`src/rtl/core/tdd_pkg.sv`:
```
// Torus domain decomposition: shared types, constants and codes.
// Used by every module of the block but tdd_chk; depends on nothing.
package tdd_pkg;

    localparam int MAX_DOMAINS = 4096;
    localparam int CW = 13;
    localparam int QW = 12;
    localparam int LW = 24;
    localparam int PW = 2 * LW;
    localparam int AW = 64;
    localparam int IW = 3;

    localparam logic [IW-1:0] REG_COUNT = 3'd0;
    localparam logic [IW-1:0] REG_REQ_X = 3'd1;
    localparam logic [IW-1:0] REG_REQ_Y = 3'd2;
    localparam logic [IW-1:0] REG_REQ_Z = 3'd3;
    localparam logic [IW-1:0] REG_LEN_X = 3'd4;
    localparam logic [IW-1:0] REG_LEN_Y = 3'd5;
    localparam logic [IW-1:0] REG_LEN_Z = 3'd6;

    localparam logic [2:0] DIR_PX = 3'd0;
    localparam logic [2:0] DIR_MX = 3'd1;
    localparam logic [2:0] DIR_PY = 3'd2;
    localparam logic [2:0] DIR_MY = 3'd3;
    localparam logic [2:0] DIR_PZ = 3'd4;
    localparam logic [2:0] DIR_MZ = 3'd5;

    typedef enum logic [4:0] {
        S_IDLE, S_INIT, S_AXY, S_AXZ, S_AYZ, S_BASE, S_PINIT, S_XLOOP, S_XDIV,
        S_YLOOP, S_YDIV, S_A1, S_A2, S_A3, S_PEND, S_Q0, S_Q1, S_Q2, S_QDIV1,
        S_QDIV2, S_NB1, S_NB2, S_OUT
    } t_state;

    typedef enum logic [4:0] {
        OP_NONE, OP_LATCH, OP_INIT, OP_SAVE_AXY, OP_SAVE_AXZ, OP_SAVE_AYZ,
        OP_SAVE_BASE, OP_PASS_INIT, OP_X_INC, OP_DIV_NX, OP_X_OK, OP_Y_INC,
        OP_DIV_MY, OP_Y_OK, OP_ACC1, OP_ACC2, OP_ACC3, OP_COMMIT, OP_FREE,
        OP_PLANE, OP_TOTAL, OP_DIV_P, OP_PZ, OP_PXY, OP_NB1, OP_NB2, OP_EMIT
    } t_op;

    typedef struct packed {
        t_op op;
    } t_cmd;

    typedef struct packed {
        logic grid_valid;
        logic x_gt_n;
        logic x_skip;
        logic y_gt_m;
        logic y_skip;
        logic div_busy;
        logic mul_busy;
        logic rem_zero;
        logic z_match;
        logic found;
        logic bad;
        logic out_free;
    } t_status;

endpackage

```
`src/rtl/core/tdd_div.sv`:
```
// Restoring divider, one quotient bit per cycle.
// Depends on tdd_pkg.
module tdd_div (
    input  logic                  i_clk,
    input  logic                  i_rst_n,
    input  logic                  i_start,
    input  logic [tdd_pkg::CW-1:0] i_dividend,
    input  logic [tdd_pkg::CW-1:0] i_divisor,
    output logic                  o_busy,
    output logic [tdd_pkg::CW-1:0] o_quo,
    output logic [tdd_pkg::CW-1:0] o_rem
);
    import tdd_pkg::*;

    localparam int NW = $clog2(CW + 1);

    logic [NW-1:0] r_cnt;
    logic [CW-1:0] r_quo, r_rem, r_dvs;
    logic [CW:0]   w_sh, w_diff;
    logic          w_ge;

    always_comb begin
        w_sh   = {r_rem, r_quo[CW-1]};
        w_ge   = w_sh >= {1'b0, r_dvs};
        w_diff = w_sh - {1'b0, r_dvs};
    end

    always_ff @(posedge i_clk) begin
        if (!i_rst_n) begin
            r_cnt <= '0;
        end else if (i_start) begin
            r_cnt <= NW'(CW);
        end else if (r_cnt != '0) begin
            r_cnt <= r_cnt - 1'b1;
        end
    end

    always_ff @(posedge i_clk) begin
        if (i_start) begin
            r_quo <= i_dividend;
            r_rem <= '0;
            r_dvs <= i_divisor;
        end else if (r_cnt != '0) begin
            r_rem <= w_ge ? w_diff[CW-1:0] : w_sh[CW-1:0];
            r_quo <= {r_quo[CW-2:0], w_ge};
        end
    end

    assign o_busy = r_cnt != '0;
    assign o_quo  = r_quo;
    assign o_rem  = r_rem;
endmodule

```
`src/rtl/core/tdd_mul.sv`:
```
// Shift-add multiplier, one multiplier bit per cycle, stops early.
// Depends on tdd_pkg.
module tdd_mul (
    input  logic                  i_clk,
    input  logic                  i_rst_n,
    input  logic                  i_start,
    input  logic [tdd_pkg::PW-1:0] i_a,
    input  logic [tdd_pkg::LW-1:0] i_b,
    output logic                  o_busy,
    output logic [tdd_pkg::AW-1:0] o_prod
);
    import tdd_pkg::*;

    logic [AW-1:0] r_a, r_p;
    logic [LW-1:0] r_b;

    always_ff @(posedge i_clk) begin
        if (!i_rst_n) begin
            r_b <= '0;
        end else if (i_start) begin
            r_b <= i_b;
        end else if (r_b != '0) begin
            r_b <= r_b >> 1;
        end
    end

    always_ff @(posedge i_clk) begin
        if (i_start) begin
            r_a <= AW'(i_a);
            r_p <= '0;
        end else if (r_b != '0) begin
            if (r_b[0]) begin
                r_p <= r_p + r_a;
            end
            r_a <= r_a << 1;
        end
    end

    assign o_busy = r_b != '0;
    assign o_prod = r_p;
endmodule

```
`src/rtl/core/tdd_dpath.sv`:
```
// Datapath: configuration registers, grid search and query registers.
// Depends on tdd_pkg, tdd_div and tdd_mul.
module tdd_dpath (
    input  logic                  i_clk,
    input  logic                  i_rst_n,
    input  tdd_pkg::t_cmd         i_cmd,
    output tdd_pkg::t_status      o_status,
    input  logic                  i_cfg_we,
    input  logic [tdd_pkg::IW-1:0] i_cfg_index,
    input  logic [tdd_pkg::LW-1:0] i_cfg_data,
    input  logic [tdd_pkg::QW-1:0] i_domain_number,
    input  logic [2:0]            i_direction,
    input  logic                  i_out_ready,
    output logic                  o_out_valid,
    output logic [tdd_pkg::CW-1:0] o_grid_x,
    output logic [tdd_pkg::CW-1:0] o_grid_y,
    output logic [tdd_pkg::CW-1:0] o_grid_z,
    output logic                  o_fell_back,
    output logic [tdd_pkg::QW-1:0] o_pos_x,
    output logic [tdd_pkg::QW-1:0] o_pos_y,
    output logic [tdd_pkg::QW-1:0] o_pos_z,
    output logic [tdd_pkg::QW-1:0] o_neighbour_number,
    output logic                  o_at_boundary,
    output logic                  o_bad_query
);
    import tdd_pkg::*;

    localparam logic [CW-1:0] MAX_N = CW'(MAX_DOMAINS);
    localparam logic [CW-1:0] ONE   = CW'(1);

    logic [CW-1:0] r_count, r_req_x, r_req_y, r_req_z;
    logic [LW-1:0] r_len_x, r_len_y, r_len_z;
    logic [CW-1:0] r_cgx, r_cgy, r_cgz;
    logic          r_cfb, r_valid;

    logic [PW-1:0] r_axy, r_axz, r_ayz;
    logic [AW-1:0] r_base, r_best, r_area;
    logic [CW-1:0] r_n, r_x, r_y, r_m, r_z, r_gx, r_gy, r_gz;
    logic          r_free, r_found;

    logic [QW-1:0] r_dom, r_px, r_py, r_pz, r_nx, r_ny;
    logic [2:0]    r_dir;
    logic [CW-1:0] r_plane;
    logic [2*CW-1:0] r_t;
    logic          r_bad, r_bnd;
    logic [QW-1:0] r_nbr;

    logic [CW-1:0] w_rx, w_ry, w_rz;
    logic          w_div_start, w_div_busy, w_mul_start, w_mul_busy;
    logic [CW-1:0] w_dividend, w_divisor, w_quo, w_rem;
    logic [PW-1:0] w_ma;
    logic [LW-1:0] w_mb;
    logic [AW-1:0] w_prod, w_cand;
    logic [2*CW-1:0] w_pl, w_tot;
    logic [QW-1:0] w_nx, w_ny, w_nz;
    logic          w_bnd;
    logic [CW:0]   w_px1, w_py1, w_pz1;

    assign w_rx = r_free ? '0 : r_req_x;
    assign w_ry = r_free ? '0 : r_req_y;
    assign w_rz = r_free ? '0 : r_req_z;

    always_ff @(posedge i_clk) begin
        if (!i_rst_n) begin
            r_count <= ONE;
            r_req_x <= '0;
            r_req_y <= '0;
            r_req_z <= '0;
            r_len_x <= LW'(256);
            r_len_y <= LW'(256);
            r_len_z <= LW'(256);
        end else if (i_cfg_we) begin
            case (i_cfg_index)
                REG_COUNT: r_count <= i_cfg_data[CW-1:0];
                REG_REQ_X: r_req_x <= i_cfg_data[CW-1:0];
                REG_REQ_Y: r_req_y <= i_cfg_data[CW-1:0];
                REG_REQ_Z: r_req_z <= i_cfg_data[CW-1:0];
                REG_LEN_X: r_len_x <= i_cfg_data;
                REG_LEN_Y: r_len_y <= i_cfg_data;
                REG_LEN_Z: r_len_z <= i_cfg_data;
                default: ;
            endcase
        end
    end

    // cached grid
    always_ff @(posedge i_clk) begin
        if (!i_rst_n) begin
            r_valid <= 1'b0;
            r_cgx   <= '0;
            r_cgy   <= '0;
            r_cgz   <= '0;
            r_cfb   <= 1'b0;
        end else if (i_cfg_we && i_cfg_index <= REG_LEN_Z) begin
            r_valid <= 1'b0;
        end else if (i_cmd.op == OP_COMMIT) begin
            r_valid <= 1'b1;
            r_cgx   <= r_gx;
            r_cgy   <= r_gy;
            r_cgz   <= r_gz;
            r_cfb   <= r_free;
        end
    end

    always_comb begin
        w_div_start = 1'b0;
        w_dividend  = r_n;
        w_divisor   = r_x;
        case (i_cmd.op)
            OP_DIV_NX: w_div_start = 1'b1;
            OP_DIV_MY: begin
                w_div_start = 1'b1;
                w_dividend  = r_m;
                w_divisor   = r_y;
            end
            OP_DIV_P: begin
                w_div_start = 1'b1;
                w_dividend  = CW'(r_dom);
                w_divisor   = r_plane;
            end
            OP_PZ: begin
                w_div_start = 1'b1;
                w_dividend  = w_rem;
                w_divisor   = r_cgx;
            end
            default: ;
        endcase
    end

    always_comb begin
        w_mul_start = 1'b1;
        w_ma        = PW'(r_len_x);
        w_mb        = r_len_y;
        case (i_cmd.op)
            OP_INIT: ;
            OP_SAVE_AXY: w_mb = r_len_z;
            OP_SAVE_AXZ: begin
                w_ma = PW'(r_len_y);
                w_mb = r_len_z;
            end
            OP_SAVE_AYZ: begin
                w_ma = r_axy;
                w_mb = LW'(r_n);
            end
            OP_Y_OK: begin
                w_ma = r_axy;
                w_mb = LW'(w_quo);
            end
            OP_ACC1: begin
                w_ma = r_axz;
                w_mb = LW'(r_y);
            end
            OP_ACC2: begin
                w_ma = r_ayz;
                w_mb = LW'(r_x);
            end
            default: w_mul_start = 1'b0;
        endcase
    end

    tdd_div u_div (
        .i_clk      (i_clk),
        .i_rst_n    (i_rst_n),
        .i_start    (w_div_start),
        .i_dividend (w_dividend),
        .i_divisor  (w_divisor),
        .o_busy     (w_div_busy),
        .o_quo      (w_quo),
        .o_rem      (w_rem)
    );

    tdd_mul u_mul (
        .i_clk   (i_clk),
        .i_rst_n (i_rst_n),
        .i_start (w_mul_start),
        .i_a     (w_ma),
        .i_b     (w_mb),
        .o_busy  (w_mul_busy),
        .o_prod  (w_prod)
    );

    assign w_cand = r_area + w_prod;

    // grid search
    always_ff @(posedge i_clk) begin
        case (i_cmd.op)
            OP_INIT: begin
                r_n    <= (r_count > MAX_N) ? MAX_N : r_count;
                r_free <= 1'b0;
            end
            OP_SAVE_AXY:  r_axy <= w_prod[PW-1:0];
            OP_SAVE_AXZ:  r_axz <= w_prod[PW-1:0];
            OP_SAVE_AYZ:  r_ayz <= w_prod[PW-1:0];
            OP_SAVE_BASE: r_base <= w_prod + AW'(r_axz) + AW'(r_ayz);
            OP_PASS_INIT: begin
                r_best  <= r_base;
                r_found <= (w_rx == '0) && (w_ry == '0) && (w_rz == '0);
                r_gx    <= ONE;
                r_gy    <= ONE;
                r_gz    <= r_n;
                r_x     <= ONE;
            end
            OP_X_INC: r_x <= r_x + 1'b1;
            OP_X_OK: begin
                r_m <= w_quo;
                r_y <= ONE;
            end
            OP_Y_INC: r_y <= r_y + 1'b1;
            OP_Y_OK:  r_z <= w_quo;
            OP_ACC1:  r_area <= w_prod;
            OP_ACC2:  r_area <= w_cand;
            OP_ACC3: begin
                if (w_cand < r_best || !r_found) begin
                    r_gx    <= r_x;
                    r_gy    <= r_y;
                    r_gz    <= r_z;
                    r_best  <= w_cand;
                    r_found <= 1'b1;
                end
                r_y <= r_y + 1'b1;
            end
            OP_FREE: r_free <= 1'b1;
            default: ;
        endcase
    end

    // query
    assign w_pl  = r_cgx * r_cgy;
    assign w_tot = r_plane * r_cgz;
    assign w_px1 = {2'b0, r_px} + 1'b1;
    assign w_py1 = {2'b0, r_py} + 1'b1;
    assign w_pz1 = {2'b0, r_pz} + 1'b1;

    always_comb begin
        w_nx  = r_px;
        w_ny  = r_py;
        w_nz  = r_pz;
        w_bnd = 1'b0;
        case (r_dir)
            DIR_PX: begin
                w_bnd = w_px1[CW-1:0] == r_cgx;
                w_nx  = w_bnd ? '0 : w_px1[QW-1:0];
            end
            DIR_MX: begin
                w_bnd = r_px == '0;
                w_nx  = w_bnd ? QW'(r_cgx - 1'b1) : r_px - 1'b1;
            end
            DIR_PY: begin
                w_bnd = w_py1[CW-1:0] == r_cgy;
                w_ny  = w_bnd ? '0 : w_py1[QW-1:0];
            end
            DIR_MY: begin
                w_bnd = r_py == '0;
                w_ny  = w_bnd ? QW'(r_cgy - 1'b1) : r_py - 1'b1;
            end
            DIR_PZ: begin
                w_bnd = w_pz1[CW-1:0] == r_cgz;
                w_nz  = w_bnd ? '0 : w_pz1[QW-1:0];
            end
            DIR_MZ: begin
                w_bnd = r_pz == '0;
                w_nz  = w_bnd ? QW'(r_cgz - 1'b1) : r_pz - 1'b1;
            end
            default: ;
        endcase
    end

    always_ff @(posedge i_clk) begin
        case (i_cmd.op)
            OP_LATCH: begin
                r_dom <= i_domain_number;
                r_dir <= i_direction;
            end
            OP_PLANE: r_plane <= w_pl[CW-1:0];
            OP_TOTAL: r_bad <= (r_dir > DIR_MZ) || ({14'b0, r_dom} >= w_tot);
            OP_PZ:    r_pz <= w_quo[QW-1:0];
            OP_PXY: begin
                r_py <= w_quo[QW-1:0];
                r_px <= w_rem[QW-1:0];
            end
            OP_NB1: begin
                r_nx  <= w_nx;
                r_ny  <= w_ny;
                r_bnd <= w_bnd;
                r_t   <= (2*CW)'(w_nz * r_plane);
            end
            OP_NB2: r_nbr <= QW'(r_t + (2*CW)'(r_ny * r_cgx) + (2*CW)'(r_nx));
            default: ;
        endcase
    end

    // output register
    always_ff @(posedge i_clk) begin
        if (!i_rst_n) begin
            o_out_valid <= 1'b0;
        end else if (i_cmd.op == OP_EMIT) begin
            o_out_valid <= 1'b1;
        end else if (i_out_ready) begin
            o_out_valid <= 1'b0;
        end
    end

    always_ff @(posedge i_clk) begin
        if (i_cmd.op == OP_EMIT) begin
            o_grid_x           <= r_bad ? '0 : r_cgx;
            o_grid_y           <= r_bad ? '0 : r_cgy;
            o_grid_z           <= r_bad ? '0 : r_cgz;
            o_fell_back        <= r_bad ? 1'b0 : r_cfb;
            o_pos_x            <= r_bad ? '0 : r_px;
            o_pos_y            <= r_bad ? '0 : r_py;
            o_pos_z            <= r_bad ? '0 : r_pz;
            o_neighbour_number <= r_bad ? '0 : r_nbr;
            o_at_boundary      <= r_bad ? 1'b0 : r_bnd;
            o_bad_query        <= r_bad;
        end
    end

    always_comb begin
        o_status.grid_valid = r_valid;
        o_status.x_gt_n     = r_x > r_n;
        o_status.x_skip     = (w_rx != '0) && (r_x != w_rx);
        o_status.y_gt_m     = r_y > r_m;
        o_status.y_skip     = (w_ry != '0) && (r_y != w_ry);
        o_status.div_busy   = w_div_busy;
        o_status.mul_busy   = w_mul_busy;
        o_status.rem_zero   = w_rem == '0;
        o_status.z_match    = (w_rz == '0) || (w_quo == w_rz);
        o_status.found      = r_found;
        o_status.bad        = r_bad;
        o_status.out_free   = !o_out_valid || i_out_ready;
    end
endmodule

```
`src/rtl/core/tdd_ctrl.sv`:
```
// Controller: sequences the grid search and the query through the datapath.
// Depends on tdd_pkg.
module tdd_ctrl (
    input  logic             i_clk,
    input  logic             i_rst_n,
    input  logic             i_in_valid,
    output logic             o_in_ready,
    input  tdd_pkg::t_status i_status,
    output tdd_pkg::t_cmd    o_cmd
);
    import tdd_pkg::*;

    t_state r_state, n_state;

    always_ff @(posedge i_clk) begin
        if (!i_rst_n) begin
            r_state <= S_IDLE;
        end else begin
            r_state <= n_state;
        end
    end

    always_comb begin
        n_state    = r_state;
        o_cmd.op   = OP_NONE;
        o_in_ready = 1'b0;
        case (r_state)
            S_IDLE: begin
                o_in_ready = 1'b1;
                if (i_in_valid) begin
                    o_cmd.op = OP_LATCH;
                    n_state  = i_status.grid_valid ? S_Q0 : S_INIT;
                end
            end
            S_INIT: begin
                o_cmd.op = OP_INIT;
                n_state  = S_AXY;
            end
            S_AXY: if (!i_status.mul_busy) begin
                o_cmd.op = OP_SAVE_AXY;
                n_state  = S_AXZ;
            end
            S_AXZ: if (!i_status.mul_busy) begin
                o_cmd.op = OP_SAVE_AXZ;
                n_state  = S_AYZ;
            end
            S_AYZ: if (!i_status.mul_busy) begin
                o_cmd.op = OP_SAVE_AYZ;
                n_state  = S_BASE;
            end
            S_BASE: if (!i_status.mul_busy) begin
                o_cmd.op = OP_SAVE_BASE;
                n_state  = S_PINIT;
            end
            S_PINIT: begin
                o_cmd.op = OP_PASS_INIT;
                n_state  = S_XLOOP;
            end
            S_XLOOP: begin
                if (i_status.x_gt_n) begin
                    n_state = S_PEND;
                end else if (i_status.x_skip) begin
                    o_cmd.op = OP_X_INC;
                end else begin
                    o_cmd.op = OP_DIV_NX;
                    n_state  = S_XDIV;
                end
            end
            S_XDIV: if (!i_status.div_busy) begin
                if (i_status.rem_zero) begin
                    o_cmd.op = OP_X_OK;
                    n_state  = S_YLOOP;
                end else begin
                    o_cmd.op = OP_X_INC;
                    n_state  = S_XLOOP;
                end
            end
            S_YLOOP: begin
                if (i_status.y_gt_m) begin
                    o_cmd.op = OP_X_INC;
                    n_state  = S_XLOOP;
                end else if (i_status.y_skip) begin
                    o_cmd.op = OP_Y_INC;
                end else begin
                    o_cmd.op = OP_DIV_MY;
                    n_state  = S_YDIV;
                end
            end
            S_YDIV: if (!i_status.div_busy) begin
                if (i_status.rem_zero && i_status.z_match) begin
                    o_cmd.op = OP_Y_OK;
                    n_state  = S_A1;
                end else begin
                    o_cmd.op = OP_Y_INC;
                    n_state  = S_YLOOP;
                end
            end
            S_A1: if (!i_status.mul_busy) begin
                o_cmd.op = OP_ACC1;
                n_state  = S_A2;
            end
            S_A2: if (!i_status.mul_busy) begin
                o_cmd.op = OP_ACC2;
                n_state  = S_A3;
            end
            S_A3: if (!i_status.mul_busy) begin
                o_cmd.op = OP_ACC3;
                n_state  = S_YLOOP;
            end
            S_PEND: begin
                if (i_status.found) begin
                    o_cmd.op = OP_COMMIT;
                    n_state  = S_Q0;
                end else begin
                    o_cmd.op = OP_FREE;
                    n_state  = S_PINIT;
                end
            end
            S_Q0: begin
                o_cmd.op = OP_PLANE;
                n_state  = S_Q1;
            end
            S_Q1: begin
                o_cmd.op = OP_TOTAL;
                n_state  = S_Q2;
            end
            S_Q2: begin
                if (i_status.bad) begin
                    n_state = S_OUT;
                end else begin
                    o_cmd.op = OP_DIV_P;
                    n_state  = S_QDIV1;
                end
            end
            S_QDIV1: if (!i_status.div_busy) begin
                o_cmd.op = OP_PZ;
                n_state  = S_QDIV2;
            end
            S_QDIV2: if (!i_status.div_busy) begin
                o_cmd.op = OP_PXY;
                n_state  = S_NB1;
            end
            S_NB1: begin
                o_cmd.op = OP_NB1;
                n_state  = S_NB2;
            end
            S_NB2: begin
                o_cmd.op = OP_NB2;
                n_state  = S_OUT;
            end
            S_OUT: if (i_status.out_free) begin
                o_cmd.op = OP_EMIT;
                n_state  = S_IDLE;
            end
            default: n_state = S_IDLE;
        endcase
    end
endmodule

```
`src/rtl/core/torus_domain_decomposition.sv`:
```
// Channel  | handshake                 | payload
// request  | i_in_valid / o_in_ready   | i_domain_number, i_direction
// result   | o_out_valid / i_out_ready | o_grid_*, o_fell_back, o_pos_*, o_neighbour_number,
//          |                           | o_at_boundary, o_bad_query
// config   | i_cfg_we                  | i_cfg_index, i_cfg_data
// A request with a cached grid waits on the serial divider twice; a bad request skips
// both divisions. The first request after reset or a write to a config register
// first runs the factor search, which waits on the serial divider for each candidate
// x and y that it tests, and on the shift-add multiplier for each matching factorisation.
// Reset is synchronous, active low; no clearing pass. A stalled result holds the output
// register; the next request is taken meanwhile but waits to emit.
module torus_domain_decomposition (
    input  logic        i_clk,
    input  logic        i_rst_n,
    input  logic        i_cfg_we,
    input  logic [2:0]  i_cfg_index,
    input  logic [23:0] i_cfg_data,
    input  logic        i_in_valid,
    output logic        o_in_ready,
    input  logic [11:0] i_domain_number,
    input  logic [2:0]  i_direction,
    output logic        o_out_valid,
    input  logic        i_out_ready,
    output logic [12:0] o_grid_x,
    output logic [12:0] o_grid_y,
    output logic [12:0] o_grid_z,
    output logic        o_fell_back,
    output logic [11:0] o_pos_x,
    output logic [11:0] o_pos_y,
    output logic [11:0] o_pos_z,
    output logic [11:0] o_neighbour_number,
    output logic        o_at_boundary,
    output logic        o_bad_query
);
    import tdd_pkg::*;

    t_cmd    w_cmd;
    t_status w_status;

    tdd_ctrl u_ctrl (
        .i_clk      (i_clk),
        .i_rst_n    (i_rst_n),
        .i_in_valid (i_in_valid),
        .o_in_ready (o_in_ready),
        .i_status   (w_status),
        .o_cmd      (w_cmd)
    );

    tdd_dpath u_dpath (
        .i_clk              (i_clk),
        .i_rst_n            (i_rst_n),
        .i_cmd              (w_cmd),
        .o_status           (w_status),
        .i_cfg_we           (i_cfg_we),
        .i_cfg_index        (i_cfg_index),
        .i_cfg_data         (i_cfg_data),
        .i_domain_number    (i_domain_number),
        .i_direction        (i_direction),
        .i_out_ready        (i_out_ready),
        .o_out_valid        (o_out_valid),
        .o_grid_x           (o_grid_x),
        .o_grid_y           (o_grid_y),
        .o_grid_z           (o_grid_z),
        .o_fell_back        (o_fell_back),
        .o_pos_x            (o_pos_x),
        .o_pos_y            (o_pos_y),
        .o_pos_z            (o_pos_z),
        .o_neighbour_number (o_neighbour_number),
        .o_at_boundary      (o_at_boundary),
        .o_bad_query        (o_bad_query)
    );
endmodule

```
`config.mk`:
```
export PLATFORM = sky130hd
export DESIGN_NAME = torus_domain_decomposition
export DESIGN_NICKNAME = d
export VERILOG_FILES = /design/src/rtl/core/tdd_pkg.sv /design/src/rtl/core/tdd_div.sv /design/src/rtl/core/tdd_mul.sv /design/src/rtl/core/tdd_dpath.sv /design/src/rtl/core/tdd_ctrl.sv /design/src/rtl/core/torus_domain_decomposition.sv
export SDC_FILE = /design/constraint.sdc
export NUM_CORES = 2
export LEC_CHECK = 0
export BUFFER_PORTS_ARGS = -buffer_cell sky130_fd_sc_hd__buf_4
export CAP_MARGIN = 20
export CELL_PAD_IN_SITES_DETAIL_PLACEMENT = 1
export CELL_PAD_IN_SITES_GLOBAL_PLACEMENT = 2
export CORE_MARGIN = 2
export CORE_UTILIZATION = 42
export CTS_CLUSTER_DIAMETER = 150
export CTS_CLUSTER_SIZE = 25
export DETAILED_ROUTE_END_ITERATION = 7
export PLACE_DENSITY_LB_ADDON = 0.12
export SLEW_MARGIN = 20
export SYNTH_ARGS = -nofsm -noshare
export SYNTH_HDL_FRONTEND = slang
export SYNTH_SLANG_ARGS = --single-unit
```
`constraint.sdc`:
```
create_clock -name i_clk -period 14.43 [get_ports i_clk]
set_input_delay 2.1645 -clock i_clk [delete_from_list [all_inputs] [get_ports i_clk]]
set_output_delay 2.1645 -clock i_clk [all_outputs]
set_load 0.02 [all_outputs]
```
## Yosys cells after proc, flatten, opt, wreduce, memory -nomap -nowiden

Index checks and enable logic that the tools add are counted.

- Add/subtract/negate cells: 19
- Multiply operators: 4
- Order comparisons: 8
- Equal/unequal tests: 81
- Muxes and demuxes: 90
- Bitwise logic cells: 2
- Reductions and logical operators: 52

Operator list:

| operator | number |
|---|---|
| 64-bit one-hot mux with 2 select lines | 2 |
| 5-bit one-hot mux with 23 select lines | 2 |
| 48-bit one-hot mux with 4 select lines | 1 |
| 5-bit 2-to-1 mux | 26 |
| 13-bit one-hot mux with 2 select lines | 5 |
| 64-bit by 48-bit adder with 64-bit output | 2 |
| 64-bit adder | 2 |
| 24-bit one-hot mux with 5 select lines | 1 |
| 13-bit 2-to-1 mux | 9 |
| 48-bit 2-to-1 mux | 2 |
| 5-bit equality test (second input constant) | 18 |
| 5-bit by 4-bit equality test with 1-bit output (second input constant) | 16 |
| 13-bit one-hot mux with 3 select lines | 2 |
| 12-bit 2-to-1 mux | 6 |
| 12-bit one-hot mux with 2 select lines | 3 |
| 12-bit by 1-bit subtractor with 12-bit output (second input constant) | 6 |
| 64-bit < comparator | 1 |
| 64-bit 2-to-1 mux | 1 |
| 13-bit equality test | 4 |
| 13-bit zero test | 4 |
| 24-bit 2-to-1 mux | 2 |
| 5-bit by 3-bit equality test with 1-bit output (second input constant) | 8 |
| 12-bit by 1-bit adder with 13-bit output (second input constant) | 3 |
| 12-bit zero test | 3 |
| other kinds (43) | 127 |

- Bits in registers: 1012
- Input port bits: 47

## Depth between registers and ports, before layout

- Depth in word-level cells: 11
- Mapped depth: 34
- Depth with buffers taken out: 31

## Cells and area by module

A second synthesis with hierarchy kept.

- Cell total of the unflattened synthesis: 7483
- Area, all modules: 71875.2 um^2

Modules (own cells, without submodules):

| module | instances | cells each | area each (um^2) | seq. area each (um^2) |
|---|---|---|---|---|
| tdd_dpath | 1 | 6100 | 58905.2 | 22721.8 |
| tdd_mul | 1 | 1011 | 9431.5 | 3523.4 |
| tdd_div | 1 | 220 | 2484.9 | 1121.1 |
| tdd_ctrl | 1 | 152 | 1053.5 | 100.1 |

## Worst setup path before layout

No wires, ideal clock.

- Path type: in2reg
- Start: input i_out_ready
- End: register u_dpath.u_mul.r_a[0], enable pin
- Setup time: 0.584 ns
- Arrival time: 11.923 ns
- Required time: 13.846 ns
- Slack: 1.923 ns
- Stages: 13
- Path through: nand2b_1 -> nor3b_1 -> nor3_1 -> o311a_1 -> o211a_1 -> and4_1 -> buf_2 -> or2_0 -> buf_2 -> nor3_1 -> buf_2 -> clkbuf_1 -> nand2_1

- Cells in the longest elaborated chain, start to end: 7
- Elaborated cells on any way between the ends: 13

Ends and longest elaborated chain:

| item | RTL line | text |
|---|---|---|
| start: declaration | torus_domain_decomposition.sv:23 | `input logic i_out_ready,` |
| 1-bit logical OR (*) | tdd_dpath.sv:330 | `o_status.out_free = !o_out_valid \|\| i_out_ready;` |
| 5-bit 2-to-1 mux (*) | tdd_ctrl.sv:151 | `S_OUT: if (i_status.out_free) begin` |
| 5-bit one-hot mux with 23 select lines (*) | tdd_ctrl.sv:27 | `case (r_state)` |
| 5-bit by 2-bit equality test with 1-bit output, or another cell as far along | tdd_dpath.sv:134 | `case (i_cmd.op)` |
| 7-bit OR reduction (no source line) (*) | n/a |  |
| 1-bit 2-to-1 mux (*) | tdd_dpath.sv:134 |  |
| 2-bit nonzero test (no source line) (*) | n/a |  |
| end signal: assignment | tdd_mul.sv:29 | `r_a <= AW'(i_a);` |
| end signal: assignment | tdd_mul.sv:35 | `r_a <= r_a << 1;` |
| end: declaration | tdd_mul.sv:14 | `logic [AW-1:0] r_a, r_p;` |

Every way passes the cells marked *; elsewhere a longest branch is shown, timed or not.
A chain may end at the register's enable or synchronous reset.

## Worst setup path after layout

- Start: register u_dpath.r_pz[0]
- End: register u_dpath.r_t[11] (data pin)

- Cells in the longest elaborated chain, start to end: 5
- Elaborated cells on any way between the ends: 8

Ends and longest elaborated chain:

| item | RTL line | text |
|---|---|---|
| start: declaration | tdd_dpath.sv:41 | `logic [QW-1:0] r_dom, r_px, r_py, r_pz, r_nx, r_ny;` |
| start signal: assignment | tdd_dpath.sv:276 | `OP_PZ: r_pz <= w_quo[QW-1:0];` |
| 12-bit by 1-bit adder with 13-bit output | tdd_dpath.sv:232 | `assign w_pz1 = {2'b0, r_pz} + 1'b1;` |
| 13-bit equality test | tdd_dpath.sv:257 | `w_bnd = w_pz1[CW-1:0] == r_cgz;` |
| 12-bit 2-to-1 mux | tdd_dpath.sv:258 | `w_nz = w_bnd ? '0 : w_pz1[QW-1:0];` |
| 12-bit one-hot mux with 2 select lines (*) | tdd_dpath.sv:239 | `case (r_dir)` |
| 12-bit by 13-bit multiplier with 12-bit output (*) | tdd_dpath.sv:285 | `r_t <= (2*CW)'(w_nz * r_plane);` |
| end signal: assignment | tdd_dpath.sv:285 |  |
| end: declaration | tdd_dpath.sv:44 | `logic [2*CW-1:0] r_t;` |

Marks and branches as above.

==> impl_metrics.toml <==
[worst_setup_path]
crit_fanout = 19
cp_top_family = "adder cells"
critPathBufInv = 4
crit_path_top_delay_cell = "and4_1"
endpoint = "u_dpath.r_t[11]$_DFFE_PN_"
ff2ff_setup_slack_ns = 5.95
required_ns = 14.85
cp-end-kind = "flop"
r2r_start = "u_dpath.r_pz[0]$_DFFE_PN_"
crit_path_max_incr_delay_ns = 0.85
rr_endpoint = "u_dpath.r_t[11]$_DFFE_PN_"
cp-start-kind = "flop"
cp-startpoint = "u_dpath.r_pz[0]$_DFFE_PN_"
path_class = "flop to flop"
crit_arrival_ns = 8.91
crit_cells = 26
rr_worst_depth = 26

[detailed_routing]
wirelength_um = 225100
drt_iter0_markers = 3683
viasPerCell = 5.656
vias = 53689
drt_first_pass_iters = 8
antenna_left = 0
routedWlPerCell_um = 23.71
drc_errors = 22

[clock_tree]
cts_resized = 0
cts_max_level = 2
cts_max_path_buffers = 3
clk_pin_slew_worst_paths_ns = 0.11
cts_sinks = 1012
cts_setup_buffers = 0
cts-hold-fix-buffers = 0
worstSkewPairLatency_ns = 0.71
cts_tree = "yes"
cts-root-buf = "clkbuf_16"
cts_buffers = 47

[floorplan]
die_h_um = 411.5
top_level_ports = 139
die_w_um = 411.5
rows = 149
die_area_um2 = 169300
start_util_pct = 42.27
fp.coreArea_um2 = 165000

[global_routing]
use_met3_pct = 2.360
busiest_layer = "met2"
grt_overflow = 0
use_met1_pct = 35.21
grtUsageTotal_pct = 26.39
grtUsageMet2_pct = 45.74
grt_pass1_wl_um = 346100
grt_pass1_vias = 56124
grt_max_degree = 120
antenna_found_initial = 2

[cells_and_area]
multi_input_area_um2 = 38590
regArea_um2 = 27470
layout-drive-gt1-share_pct = 5.532
utilization_pct = 45.14
nFillCells = 18797
syn_to_final_growth_pct = 6.781
nets = 8100

[yosys]
yosys_warnings = 0
syn-num-nets = 8183
synth_ff_type = "edfxtp_1"
synth_area_leader_cell = "edfxtp_1"
synth_area_um2 = 69740
ys_seq_area_share_pct = 39.38
syn_inst = 7347
synth_top_area_share_pct = 31.00
async_reset_ff_share_pct = 0
synth_edf_count = 720
ys_top_cells_by_area = "edfxtp_1 (31%), fa_1 (9.1%), ha_1 (8.5%)"
synth-seq-cells = 1012
avgSynthCellArea_um2 = 9.493
ys_types = 91

[sta]
finalSetupViolations = 0
rsz0062_at_grt = "no"
slew_violations = 0
worst_pin_slew_ns = 1.136
fin_crit_sh_pct = 58.80
relSlewSlack_pct = 23.78
fin_setup_tns_ns = 0
holdWs_ns = 0.4729
fmax_mhz = 117.9
final.setup_skew_ns = 0.04154
min_period_ns = 8.484
final-hold-violation-count = 0

[placement]
dp.final_hpwl_um = 168000
port_buffers = 138
gp_congestion = 0.8984

[power_and_ir_drop]
p_comb_share_pct = 44.1
peakVddDrop_v = 0.0001240
powerDensity_nw_per_um2 = 139.4
p_seq_share_pct = 39.9
cellLeakagePower_uw = 0.03090
p_switching_uw = 4198
internal_power_uw = 6181
power.share.switching_pct = 40.44
pwr-share-clk_pct = 16.0

[outcome]
run_status = "complete, but fails checks"
violations = "DRC"

[min_path]
hold_path.class = "flop to flop"

[job]
drv_cap = 0
## worst min path at each step
stage                                         start                         endpoint  cells past startpoint
floorplan           u_dpath.r_count[0]$_SDFFE_PN1P_  u_dpath.r_count[0]$_SDFFE_PN1P_                      2
global placement    u_dpath.r_count[0]$_SDFFE_PN1P_  u_dpath.r_count[0]$_SDFFE_PN1P_                      2
detailed placement  u_dpath.r_count[0]$_SDFFE_PN1P_  u_dpath.r_count[0]$_SDFFE_PN1P_                      2
CTS                 u_dpath.r_count[1]$_SDFFE_PN0P_  u_dpath.r_count[1]$_SDFFE_PN0P_                      2
global route        u_dpath.r_count[1]$_SDFFE_PN0P_  u_dpath.r_count[1]$_SDFFE_PN0P_                      2
finish              u_dpath.r_count[1]$_SDFFE_PN0P_  u_dpath.r_count[1]$_SDFFE_PN0P_                      2
## stage by stage
stage | std cells | setup WS [ns] | power [µW] | cell area (µm²)
finish | 9493 | 5.946 | 10380 | 74470
CTS | 9492 | 5.925 | 10480 | 74460
global placement | 9403 | 6.079 | 8678 | 73050
global route | 9492 | 5.403 | 11100 | 74470
detailed placement | 9404 | 5.939 | 8805 | 73050
floorplan | 7347 | 1.923 | 7366 | 69740
## placed cells by master, fill, tap and decap left out, types with 32 or more instances in the layout
master     Yosys  routed
a211oi_1      49      49
a21boi_0     171     171
a21o_1       161     161
a21oi_1      366     365
a222oi_1      75      75
a31oi_1       57      57
and2_1       220     220
and3_1        48      47
buf_4          4     263
clkbuf_1     334      32
clkbuf_16      0      48
dfxtp_1      292     291
edfxtp_1     720     720
fa_1         316     316
ha_1         473     473
inv_1        595     595
mux2i_1      104     104
nand2_1     1247    1246
nand2b_1      53      53
nand3_1      127     124
nand4_1       69      69
nor2_1       464     460
nor2b_1      148     147
nor3_1        84      75
o21a_1        32      32
o21ai_0      257     256
o21bai_1      44      44
xnor2_1      256     256
xor2_1       128     128
## worst register-to-register path, stage by stage, from the launching register on
cell,delay (ns)
edfxtp_1,0.56
inv_1,0.17
ha_1,0.20
nor4b_2,0.47
and4_1,0.85
mux2i_1,0.46
ha_1,0.29
nand2b_1,0.15
a31oi_1,0.80
nand2_1,0.18
fa_1,0.54
inv_1,0.06
fa_1,0.51
inv_1,0.06
fa_1,0.48
fa_1,0.50
inv_1,0.04
ha_1,0.31
nor2b_1,0.14
o21a_1,0.19
o21ai_0,0.18
nand2b_1,0.09
a21oi_1,0.18
xnor2_1,0.16
xnor2_1,0.16
xnor2_1,0.17
xnor3_1,0.35
## cells in the mapped netlist, types with 20 or more instances
cell type	n
nand2_1	1247
edfxtp_1	720
inv_1	595
ha_1	473
nor2_1	464
a21oi_1	366
clkbuf_1	334
fa_1	316
dfxtp_1	292
o21ai_0	257
xnor2_1	256
and2_1	220
a21boi_0	171
a21o_1	161
nor2b_1	148
xor2_1	128
nand3_1	127
mux2i_1	104
nor3_1	84
a222oi_1	75
nand4_1	69
a31oi_1	57
nand2b_1	53
a211oi_1	49
and3_1	48
o21bai_1	44
buf_2	35
o21a_1	32
nor4_1	25
mux2_2	23
o31ai_1	21
o21ai_1	20
or3_1	20
## final cells by class
type / instances / area share, %
Tap cell: 2189 / 3.678
Clock buffer: 80 / 1.774
Clock inverter: 8 / 0.1210
Inverter: 598 / 3.014
Timing Repair Buffer: 265 / 2.705
Multi-Input combinational cell: 5340 / 51.82
Antenna cell: 1 / 0.003360
Sequential cell: 1012 / 36.89
## logic make-up (layout without fill, tap and decap cells)
group | after synthesis | after routing | synth area share [%]
flip-flops | 1012 | 1012 | 39.38
other | 0 | 1 | 0
AO/OA/AOI/OAI | 1450 | 1450 | 13.86
XOR/XNOR | 385 | 385 | 4.855
multiplexers | 127 | 127 | 1.864
AND/OR/NAND/NOR | 2589 | 2589 | 16.98
buffers and inverters | 995 | 951 | 5.497
adder cells (fa/ha/maj) | 789 | 789 | 17.56
## state kept, by name (all words and copies together), names as in the netlist, 48 cells and up
register,cells
u_dpath.r_axz,48
u_dpath.r_ayz,48
u_dpath.r_base,64
u_dpath.r_best,64
u_dpath.u_mul.r_a,64
u_dpath.r_axy,48
u_dpath.u_mul.o_prod,64
u_dpath.r_area,64
## per-layer routing
layer,wire length [µm],up-vias
met5,0,-
met4,6644,0
met3,7844,267
met2,109400,1008
met1,101200,27298
li1,-,25116
## power by group through the flow
| stage | Sequential (µW) | Combinational [µW] | Clock [µW] |
|---|---|---|---|
| detailed placement | 4210 | 4600 | 0 |
| global route | 4180 | 5130 | 1790 |
| CTS | 4140 | 4620 | 1710 |
| global placement | 4190 | 4480 | 0 |
| finish | 4140 | 4580 | 1660 |
| floorplan | 3970 | 3400 | 0 |
(Power assumes the default switching activity.)
